### src/hdl/imd_pkg.sv
// Shared types for the integer matrix determinant: micro-op and jump codes,
// the control word, sequencer flags and the microprogram ROM.
// No dependencies.
package imd_pkg;

  localparam int PcW = 4;
  typedef logic [PcW-1:0] pc_t;

  typedef enum logic [3:0] {
    OP_LOAD  = 4'd0,
    OP_DINIT = 4'd1,
    OP_DRD   = 4'd2,
    OP_DWR   = 4'd3,
    OP_MINIT = 4'd4,
    OP_MRD   = 4'd5,
    OP_MMUL  = 4'd6,
    OP_MACC  = 4'd7,
    OP_MWR   = 4'd8,
    OP_SWAP  = 4'd9,
    OP_FRD   = 4'd10,
    OP_FOUT  = 4'd11,
    OP_NOP   = 4'd12
  } op_e;

  typedef enum logic [3:0] {
    COND_NEVER         = 4'd0,
    COND_ALWAYS        = 4'd1,
    COND_NOT_LOADED    = 4'd2,
    COND_ORDER_ONE     = 4'd3,
    COND_I_NOT_ONE     = 4'd4,
    COND_K_NOT_LAST    = 4'd5,
    COND_IJ_NOT_LAST   = 4'd6,
    COND_ITER_NOT_DONE = 4'd7,
    COND_OUT_FULL      = 4'd8
  } cond_e;

  typedef struct packed {
    op_e   op;
    cond_e cond;
    pc_t   target;
  } ctl_t;

  typedef struct packed {
    logic loaded;
    logic order_one;
    logic i_is_one;
    logic k_last;
    logic ij_last;
    logic iter_done;
    logic out_full;
  } flags_t;

  // Microprogram addresses
  localparam pc_t PcLoad  = 4'd0;
  localparam pc_t PcDinit = 4'd1;
  localparam pc_t PcDrd   = 4'd2;
  localparam pc_t PcDwr   = 4'd3;
  localparam pc_t PcMinit = 4'd4;
  localparam pc_t PcMrd   = 4'd5;
  localparam pc_t PcMmul  = 4'd6;
  localparam pc_t PcMacc  = 4'd7;
  localparam pc_t PcMwr   = 4'd8;
  localparam pc_t PcSwap  = 4'd9;
  localparam pc_t PcFrd   = 4'd10;
  localparam pc_t PcFout  = 4'd11;
  localparam pc_t PcBack  = 4'd12;

  // Division-free determinant: repeat X <- mu(X) * A, order-1 times.
  // A taken jump goes to target, otherwise the step counter advances.
  function automatic ctl_t ucode_rom(input pc_t pc);
    ctl_t w;
    case (pc)
      PcLoad:  w = '{op: OP_LOAD,  cond: COND_NOT_LOADED,    target: PcLoad};
      PcDinit: w = '{op: OP_DINIT, cond: COND_ORDER_ONE,     target: PcFrd};
      PcDrd:   w = '{op: OP_DRD,   cond: COND_NEVER,         target: PcLoad};
      PcDwr:   w = '{op: OP_DWR,   cond: COND_I_NOT_ONE,     target: PcDrd};
      PcMinit: w = '{op: OP_MINIT, cond: COND_NEVER,         target: PcLoad};
      PcMrd:   w = '{op: OP_MRD,   cond: COND_NEVER,         target: PcLoad};
      PcMmul:  w = '{op: OP_MMUL,  cond: COND_NEVER,         target: PcLoad};
      PcMacc:  w = '{op: OP_MACC,  cond: COND_K_NOT_LAST,    target: PcMrd};
      PcMwr:   w = '{op: OP_MWR,   cond: COND_IJ_NOT_LAST,   target: PcMrd};
      PcSwap:  w = '{op: OP_SWAP,  cond: COND_ITER_NOT_DONE, target: PcDinit};
      PcFrd:   w = '{op: OP_FRD,   cond: COND_NEVER,         target: PcLoad};
      PcFout:  w = '{op: OP_FOUT,  cond: COND_OUT_FULL,      target: PcFout};
      PcBack:  w = '{op: OP_NOP,   cond: COND_ALWAYS,        target: PcLoad};
      default: w = '{op: OP_NOP,   cond: COND_ALWAYS,        target: PcLoad};
    endcase
    return w;
  endfunction

endpackage

### src/hdl/imd_seq.sv
// Microcode sequencer: step counter, control ROM and conditional jumps.
// Depends on imd_pkg.
module imd_seq (
  input  logic            clk_i,
  input  logic            rst_ni,
  input  imd_pkg::flags_t flags_i,
  output imd_pkg::ctl_t   ctl_o
);

  imd_pkg::pc_t pc_q, pc_d;
  logic         take;

  assign ctl_o = imd_pkg::ucode_rom(pc_q);

  always_comb begin
    case (ctl_o.cond)
      imd_pkg::COND_NEVER:         take = 1'b0;
      imd_pkg::COND_ALWAYS:        take = 1'b1;
      imd_pkg::COND_NOT_LOADED:    take = !flags_i.loaded;
      imd_pkg::COND_ORDER_ONE:     take = flags_i.order_one;
      imd_pkg::COND_I_NOT_ONE:     take = !flags_i.i_is_one;
      imd_pkg::COND_K_NOT_LAST:    take = !flags_i.k_last;
      imd_pkg::COND_IJ_NOT_LAST:   take = !flags_i.ij_last;
      imd_pkg::COND_ITER_NOT_DONE: take = !flags_i.iter_done;
      imd_pkg::COND_OUT_FULL:      take = flags_i.out_full;
      default:                     take = 1'b1;
    endcase
    pc_d = take ? ctl_o.target : pc_q + imd_pkg::pc_t'(1);
  end

  always_ff @(posedge clk_i or negedge rst_ni) begin
    if (!rst_ni) begin
      pc_q <= imd_pkg::PcLoad;
    end else begin
      pc_q <= pc_d;
    end
  end

endmodule

### src/hdl/integer_matrix_determinant.sv
// Integer matrix determinant, microcoded. Elements load at one per cycle while in_ready_o
// is high. After the last element, order n >= 2 computes the result by repeated 32x32
// multiply-accumulates, each a read, multiply and accumulate step through the
// single-read-port element memories; order 1 goes straight to the output step. The
// sequencer then returns to loading, and the next load may start while the result waits.
// Reset (rst_ni low, async) clears control, sets the order to 4; stores are not cleared.
// Depends on imd_pkg and imd_seq.
module integer_matrix_determinant #(
  parameter int MAX_ORDER = 4
) (
  input  logic        clk_i,
  input  logic        rst_ni,
  input  logic        cfg_we_i,
  input  logic [2:0]  matrix_size_i,
  input  logic        in_valid_i,
  output logic        in_ready_o,
  input  logic [31:0] element_value_i,
  output logic        out_valid_o,
  input  logic        out_ready_i,
  output logic [31:0] determinant_value_o
);

  localparam int IW     = (MAX_ORDER > 1) ? $clog2(MAX_ORDER) : 1;
  localparam int AW     = 2 * IW;
  localparam int ADEPTH = 1 << AW;
  localparam int DDEPTH = 1 << IW;

  imd_pkg::ctl_t   ctl;
  imd_pkg::flags_t flags;

  logic [2:0]    size_q;
  logic [IW-1:0] n_m1;
  logic [IW-1:0] row_q, col_q;
  logic          loaded_q;
  logic [IW-1:0] i_q, j_q, k_q, iter_q;
  logic          bank_q;
  logic          diag_q;
  logic [31:0]   d_q, acc_q, prod_q, res_q;
  logic          out_valid_q;
  logic [31:0]   ar_q, xr_q;
  logic [31:0]   amem [ADEPTH];
  logic [31:0]   xmem [2*ADEPTH];
  logic [31:0]   dreg_q [DDEPTH];

  logic          in_acc;
  logic          xwe;
  logic [AW:0]   xwaddr, xraddr;
  logic [31:0]   xwdata;
  logic [31:0]   mu, d_nx;
  logic [31:0]   mult;
  logic [IW-1:0] iter_nx;

  imd_seq u_seq (
    .clk_i  (clk_i),
    .rst_ni (rst_ni),
    .flags_i(flags),
    .ctl_o  (ctl)
  );

  // Clamp the configured size into 1..MAX_ORDER, kept as order minus one
  always_comb begin
    if (size_q == 3'd0) begin
      n_m1 = '0;
    end else if (int'(size_q) > MAX_ORDER) begin
      n_m1 = IW'(MAX_ORDER - 1);
    end else begin
      n_m1 = IW'(size_q - 3'd1);
    end
  end

  assign in_ready_o          = (ctl.op == imd_pkg::OP_LOAD) && !loaded_q;
  assign in_acc              = in_valid_i && in_ready_o;
  assign out_valid_o         = out_valid_q;
  assign determinant_value_o = res_q;

  assign iter_nx = iter_q + IW'(1);

  always_comb begin
    flags.loaded    = loaded_q;
    flags.order_one = (n_m1 == '0);
    flags.i_is_one  = (i_q == IW'(1));
    flags.k_last    = (k_q == n_m1);
    flags.ij_last   = (i_q == n_m1) && (j_q == n_m1);
    flags.iter_done = (iter_nx == n_m1);
    flags.out_full  = out_valid_q;
  end

  // Working matrix lives in two banks; the load fills bank 0 with A
  always_comb begin
    xwe    = in_acc || (ctl.op == imd_pkg::OP_MWR);
    xwaddr = in_acc ? {1'b0, row_q, col_q} : {~bank_q, i_q, j_q};
    xwdata = in_acc ? element_value_i : acc_q;
    case (ctl.op)
      imd_pkg::OP_DRD:                  xraddr = {bank_q, i_q, i_q};
      // hold the top-left entry while the result waits for the output
      imd_pkg::OP_FRD, imd_pkg::OP_FOUT: xraddr = {bank_q, {AW{1'b0}}};
      default:                          xraddr = {bank_q, i_q, k_q};
    endcase
  end

  always_ff @(posedge clk_i) begin
    if (in_acc) begin
      amem[{row_q, col_q}] <= element_value_i;
    end
    if (xwe) begin
      xmem[xwaddr] <= xwdata;
    end
    ar_q <= amem[{k_q, j_q}];
    xr_q <= xmem[xraddr];
  end

  assign mu   = diag_q ? dreg_q[i_q] : xr_q;
  assign mult = mu * ar_q;
  assign d_nx = d_q - xr_q;

  // Datapath payload registers
  always_ff @(posedge clk_i) begin
    case (ctl.op)
      imd_pkg::OP_DINIT: begin
        d_q          <= '0;
        dreg_q[n_m1] <= '0;
      end
      imd_pkg::OP_DWR: begin
        d_q                     <= d_nx;
        dreg_q[i_q - IW'(1)]    <= d_nx;
      end
      imd_pkg::OP_MINIT: acc_q  <= '0;
      imd_pkg::OP_MRD:   diag_q <= (k_q == i_q);
      imd_pkg::OP_MMUL:  prod_q <= mult;
      imd_pkg::OP_MACC:  acc_q  <= acc_q + prod_q;
      imd_pkg::OP_MWR:   acc_q  <= '0;
      imd_pkg::OP_FOUT: begin
        if (!out_valid_q) begin
          res_q <= n_m1[0] ? (32'd0 - xr_q) : xr_q;
        end
      end
      default: ;
    endcase
  end

  // Control registers
  always_ff @(posedge clk_i or negedge rst_ni) begin
    if (!rst_ni) begin
      size_q      <= 3'd4;
      row_q       <= '0;
      col_q       <= '0;
      loaded_q    <= 1'b0;
      i_q         <= '0;
      j_q         <= '0;
      k_q         <= '0;
      iter_q      <= '0;
      bank_q      <= 1'b0;
      out_valid_q <= 1'b0;
    end else begin
      if (out_valid_q && out_ready_i) begin
        out_valid_q <= 1'b0;
      end
      if (cfg_we_i) begin
        size_q <= matrix_size_i;
        row_q  <= '0;
        col_q  <= '0;
      end else if (in_acc) begin
        if (col_q == n_m1) begin
          col_q <= '0;
          if (row_q == n_m1) begin
            // last element: hand the matrix to the sequencer
            row_q    <= '0;
            loaded_q <= 1'b1;
            bank_q   <= 1'b0;
            iter_q   <= '0;
          end else begin
            row_q <= row_q + IW'(1);
          end
        end else begin
          col_q <= col_q + IW'(1);
        end
      end
      case (ctl.op)
        imd_pkg::OP_DINIT: begin
          loaded_q <= 1'b0;
          i_q      <= n_m1;
        end
        imd_pkg::OP_DWR: i_q <= i_q - IW'(1);
        imd_pkg::OP_MINIT: begin
          i_q <= '0;
          j_q <= '0;
          k_q <= '0;
        end
        imd_pkg::OP_MACC: k_q <= k_q + IW'(1);
        imd_pkg::OP_MWR: begin
          if (j_q == n_m1) begin
            j_q <= '0;
            i_q <= i_q + IW'(1);
            k_q <= i_q + IW'(1);
          end else begin
            j_q <= j_q + IW'(1);
            k_q <= i_q;
          end
        end
        imd_pkg::OP_SWAP: begin
          bank_q <= ~bank_q;
          iter_q <= iter_nx;
        end
        imd_pkg::OP_FOUT: begin
          if (!out_valid_q) begin
            out_valid_q <= 1'b1;
          end
        end
        default: ;
      endcase
    end
  end

  a_result_from_fout: assert property (@(posedge clk_i) disable iff (!rst_ni)
    $rose(out_valid_q) |-> $past(ctl.op == imd_pkg::OP_FOUT))
    else $error("result raised outside the output step");

  a_k_not_below_i: assert property (@(posedge clk_i) disable iff (!rst_ni)
    (ctl.op == imd_pkg::OP_MACC) |-> (k_q >= i_q))
    else $error("inner index below row index");

  a_iter_bound: assert property (@(posedge clk_i) disable iff (!rst_ni)
    (ctl.op == imd_pkg::OP_SWAP) |-> (iter_q < n_m1))
    else $error("iteration count overran the order");

  a_no_load_in_compute: assert property (@(posedge clk_i) disable iff (!rst_ni)
    (ctl.op != imd_pkg::OP_LOAD) |-> !in_ready_o)
    else $error("input ready while computing");

endmodule

### config.mk
export PLATFORM = sky130hd
export DESIGN_NAME = integer_matrix_determinant
export DESIGN_NICKNAME = d
export VERILOG_FILES = /design/src/hdl/imd_pkg.sv /design/src/hdl/imd_seq.sv /design/src/hdl/integer_matrix_determinant.sv
export SDC_FILE = /design/constraint.sdc
export NUM_CORES = 2
export LEC_CHECK = 0
export ABC_AREA = 1
export BUFFER_PORTS_ARGS = -buffer_cell sky130_fd_sc_hd__buf_2
export CAP_MARGIN = 40
export CORE_MARGIN = 5
export CORE_UTILIZATION = 55
export DETAILED_ROUTE_END_ITERATION = 6
export GPL_TIMING_DRIVEN = 1
export PLACE_DENSITY = 0.71
export SYNTH_ARGS = -nofsm -noshare
export SYNTH_HDL_FRONTEND = slang
export SYNTH_SLANG_ARGS = --single-unit
### constraint.sdc
create_clock -name clk_i -period 12.6 [get_ports clk_i]
set_clock_uncertainty 0.05 [all_clocks]
set_input_delay 2.52 -clock clk_i [delete_from_list [all_inputs] [get_ports clk_i]]
set_output_delay 2.52 -clock clk_i [all_outputs]
set_load 0.02 [all_outputs]
Word level (Yosys, flattened, before mapping). Memories as Yosys holds them, arrays and structs flattened. A register that Yosys moved wholly into a read port is not among the register bits. Cells that the tools add are included.

Logic and storage cells: 150. ROM bits: 192. Register bits after elaboration: 151. Memory bits (writable): 1664. Memories kept: 4. Output and inout port bits: 34.

Memory list: xmem (words 32, bits a word 32, read ports 1, clocked after memory_dff 1, write ports 1, line integer_matrix_determinant.sv:42) `logic [31:0] xmem [2*ADEPTH];`; amem (words 16, bits a word 32, read ports 1, clocked after memory_dff 1, write ports 1, line integer_matrix_determinant.sv:41) `logic [31:0] amem [ADEPTH];`; (no name shown) (words 16, bits a word 12, read ports 1, clocked after memory_dff 0, write ports 0, line imd_pkg.sv:72) `case (pc)`; dreg_q (words 4, bits a word 32, read ports 1, clocked after memory_dff 0, write ports 1, line integer_matrix_determinant.sv:43) `logic [31:0] dreg_q [DDEPTH];`.

Reduce and logical (&&, ||, !) cells: 34. Equal/unequal tests: 28. Multiplexer cells: 52. Add/sub/neg operators: 12. Bitwise operators: 2. Multiply operators: 1. Magnitude comparators: 1.

Operators by type and width (count): $mux 32 (4); $pmux 32 s2 (2); $mux 2 (17); $add 32x32->32 (1); $eq 4x3->1 const B (8); $mul 32x32->32 (1); $reduce_or 32->1 (1); $sub 1x32->32 const A (1); $sub 32x32->32 (1); $mux 1 (22); $reduce_bool 2->1 (11); $eq 4x4->1 const B (5); $eq 4x2->1 const B (4); $eq 2x2->1 (7); $add 2x1->2 const B (6); $logic_not 4->1 (2); $pmux 1 s8 (1); $pmux 2 s4 (1); $pmux 4 s2 (1); $reduce_and 4->1 (2); $pmux 2 s3 (1); $logic_not 1->1 (5); $mux 5 (1); $add 4x1->4 const B (1); 16 further kinds (24).

Longest topological paths before layout.
Word-level depth: 9. Mapped depth: 37. Mapped depth without buffers: 35.

Modules after synthesis. A second synthesis with hierarchy kept.

Cells, all modules: 7971. Area total of the unflattened synthesis: 91562.8 um2.

By module, submodules not included: integer_matrix_determinant (area an instance 90959.7 um2, sequential area each 55574.6 um2, cells each 7891, instances 1); imd_seq (area an instance 603.1 um2, sequential area each 100.1 um2, cells each 80, instances 1).

Least setup slack after synthesis. OpenSTA, ideal clock, no wires.

Kind: register to register. Start point: reg i_q[0]. End point: reg prod_q[31] (data pin). Path slack: 5.195 ns. Data required time: 12.298 ns. Library setup time: 0.252 ns. Arrival time: 7.103 ns. Stages on the path, launching flop included: 35. Path buffers: 3. Cells stage by stage: dfrtp_1 > buf_4 > buf_2 > nor2_1 > nor2_1 > o21ai_0 > o211ai_1 > nand2_1 > inv_1 > clkbuf_1 > nand2_1 > fa_1 > inv_1 > fa_1 > inv_1 > fa_1 > inv_1 > fa_1 > inv_1 > fa_1 > fa_1 > fa_1 > fa_1 > inv_1 > ha_1 > a21oi_1 > inv_1 > a21oi_1 > nor4_1 > a2111oi_0 > nand2_1 > nand3_1 > nand2_1 > nand2_1 > nand2_1.

Cells in the longest elaborated chain, start to end: 3.

Ends and longest elaborated chain: start: declaration (line integer_matrix_determinant.sv:35) `logic [IW-1:0] i_q, j_q, k_q, iter_q;`; start signal: assignment (line integer_matrix_determinant.sv:181) `i_q <= n_m1;`; start signal: assignment (line integer_matrix_determinant.sv:183) `imd_pkg::OP_DWR: i_q <= i_q - IW'(1);`; start signal: assignment (line integer_matrix_determinant.sv:193) `i_q <= i_q + IW'(1);`; $mem_v2 4x32; $mux 32 (line integer_matrix_determinant.sv:112) `assign mu = diag_q ? dreg_q[i_q] : xr_q;`; $mul 32x32->32 (line integer_matrix_determinant.sv:113) `assign mult = mu * ar_q;`; named net mult[31] (line integer_matrix_determinant.sv:50) `logic [31:0] mult;`; end signal: assignment (line integer_matrix_determinant.sv:129) `imd_pkg::OP_MMUL: prod_q <= mult;`; end: declaration (line integer_matrix_determinant.sv:38) `logic [31:0] d_q, acc_q, prod_q, res_q;`.

The timed path passes the listed nets, and every way through them passes these cells. A chain may end at the register's enable or synchronous reset.

Worst setup path after layout. Same ends and word-level chain as after synthesis.

==> metrics <==
post-route minimum period 8.726 ns; max-slew violation count 0; critical-path maximum fanout 66; post-detailed-route count of antenna-violating nets 0; Setup violations, final 0; mean cell area of the mapped netlist 11.54 µm²; combinational family with the most area after synthesis adder cells; Clk Tree Root Cell clkbuf_16; area taken by multi-input logic gates 31,800 µm²; level count of the clock H-tree 4; Synthesized Nets 8,580; synthesized-area fraction occupied by and/or/nand/nor cells 10.72%; cell area after synthesis 91,500 µm²; signal arrival time at the worst endpoint 9.27 ns; adder-cell share of the synthesized area 11.72%; effective utilization at floorplan 55.40%; Clock Tree Buf Depth 3; Final Cycle Share 69.26%; number of antenna violations at the first check in global routing 12; final weighted congestion in routability-driven placement 0.9549; top cell type by total area after synthesis edfxtp_1; Critical Path Source Type register; Die Wd 417.9 µm; aggregate global-route resource usage 29.70%; most used cells in the layout excluding fill and tap cells edfxtp_1, nor2_1, o21ai_0; most used cell along the critical path fa_1; clock-pin slew of the registers on the worst-case setup and hold paths 0.06 ns; critical path class reg2reg; cells on worst reg2reg path 30; top cells by area, synth edfxtp_1, fa_1, nor2_1; hold bufs inserted after CTS 0; Achievable Freq 0.1146 GHz; Yosys reg bits 1,879; hold depth 2; met1 Track Usage GR 39.55%; global-route wire length before repair 388.0 mm; Max-Slew Margin vs Limit 33.51%; Via-to-Cell Ratio 6.125; quantity of gates resized following cts 0; share of the synthesized area in compound gates (AO/OA/AOI/OAI) 10.89%; sequential area share after synthesis 60.85%; fraction of registers with async set/reset 1.171%; setup TNS after final layout 0 ns; distinct cell type count after synthesis 62; worst path required time 13.14 ns; clock sink count 1,879; met3 Usage GRT 4.876%; met2 Track Usage GR 47.60%; setup repair after global routing missed its margin false; detailed placement HPWL 160.4 mm; leading cell type in the layout, fill and taps excluded edfxtp_1; busiest layer in global routing met2; number of synthesis warnings 0; y dimension of the die 417.9 µm; Detailed Route Iter0 Violations 7,848; Layout fillers 12,910; TritonCTS clock tree yes; WL final 261.9 mm; remaining global-route overflow 0; slew at the pin with the worst max-slew slack 0.9974 ns; maximum number of pins on one net before global-route repair 213; standard-cell rows 149; number of post-CTS setup repair buffers 0; Max-cap violations 0; most used flip-flop cell after synthesis edfxtp_1; Total Die Area 174,600 µm²; Critical-path top delay cell buf_4; number of enable flip-flop cells after synthesis 1,793; via count of the first global-routing pass 61,710; number of top-level pins 74; TritonCTS buffer count 187; nature of the critical path endpoint register; outcome finished clean; area grow syn2layout 10.58%; core area 165,200 µm²; ratio of cells with drive above 1 in the final layout 7.367%; class of the worst hold path reg2reg; WL/cell 25.46 µm; instance count of the mapped netlist 7,929; area share of the largest cell type after synthesis 58.84%; multiplexer area fraction after synthesis 0.01094%; nets@finish 8,585; Worst-Skew Late Latency 0.84 ns; DRC viols 0; sequential cell area 55,690 µm²; Port-buffer cells 73; via count 62,990; Final Hold Violating Endpoints 0; area share of xor/xnor cells in the synthesized design 0.8710%; worst stage delay on the critical path 0.65 ns; number of search-and-repair iterations in the first detailed-routing pass 6
-- worst max-delay path: cells and delay by family, from the launching register on --
kind            cells  cell delay, ns
compound gates      5            1.26
fa+ha+maj           9            4.30
buf+inv             8            1.33
flops               1            0.48
simple gates        8            1.04
-- state kept, by name, indices dropped and copies added (netlist names), 2 cells and up --
name,count
acc_q,32
determinant_value_o,32
amem,512
row_q,2
size_q,3
k_q,2
xmem,1024
prod_q,32
i_q,2
u_seq.pc_q,4
d_q,32
iter_q,2
xr_q,32
col_q,2
ar_q,32
dreg_q,128
j_q,2
-- per-stage QoR --
stage	util (%)	instance area, µm²	hold WS [ns]	setup slack (ns)	cells
2_1_floorplan	-	91500	0.4070	5.195	7929
3_3_place_gp	57.03	94200	0.4370	3.954	9898
3_5_place_dp	57.54	95040	0.4475	3.880	9933
4_1_cts	61.24	101200	0.4617	3.932	10280
5_1_grt	61.26	101200	0.5082	3.407	10280
6_report	61.26	101200	0.4634	3.874	10290
-- area by class of cell --
class | count | share of cell area, %
clock inverters | 99 | 1.140
diodes | 6 | 0.01484
clock buffers | 246 | 4.905
multi-input cells | 4941 | 31.42
inverters | 691 | 2.592
flip-flops and latches | 1879 | 55.03
repair buffers | 234 | 2.185
well taps | 2189 | 2.707
-- routing by layer --
layer | routed length [µm] | part of all wire [%] | vias up
met2 | 123200 | 47 | 3339
met4 | 15690 | 6.0 | 0
li1 | - | - | 27720
met1 | 99050 | 38 | 31230
met5 | 0 | 0 | -
met3 | 23890 | 9.1 | 706
-- Yosys cell counts, types with 24 or more instances --
| cell type | count |
|---|---|
| edfxtp_1 | 1793 |
| a21oi_1 | 169 |
| o21ai_0 | 901 |
| inv_1 | 660 |
| o21ai_1 | 114 |
| nand3_1 | 155 |
| dfxtp_1 | 64 |
| o221ai_1 | 129 |
| nand4_1 | 53 |
| xor2_1 | 73 |
| fa_1 | 410 |
| o22ai_1 | 261 |
| nand2_1 | 847 |
| nor3_1 | 24 |
| o211ai_1 | 81 |
| clkbuf_1 | 258 |
| nor2_1 | 1383 |
| buf_2 | 103 |
| a31oi_1 | 38 |
| ha_1 | 201 |
-- path summary, 6_finish.rpt --
path | slack [ns] | start | end
max | 3.87 | i_q[0] | prod_q[31]
min | 0.46 | iter_q[1] | iter_q[1]
max reg2reg | 3.87 | i_q[0] | prod_q[31]
min reg2reg | 0.46 | iter_q[1] | iter_q[1]
max in group asynchronous | 10.28 | rst_ni | j_q[0]
min in group asynchronous | 1.66 | rst_ni | size_q[0]
-- cell families after synthesis --
family          count (synthesis)
fa+ha+maj                     611
xor+xnor                       91
mux                             1
flops                        1879
simple gates                 2492
compound gates               1746
buf+inv                      1109
Power is not shown: default switching activity piles up to over one toggle a cycle in this logic, so the estimate is an artifact.
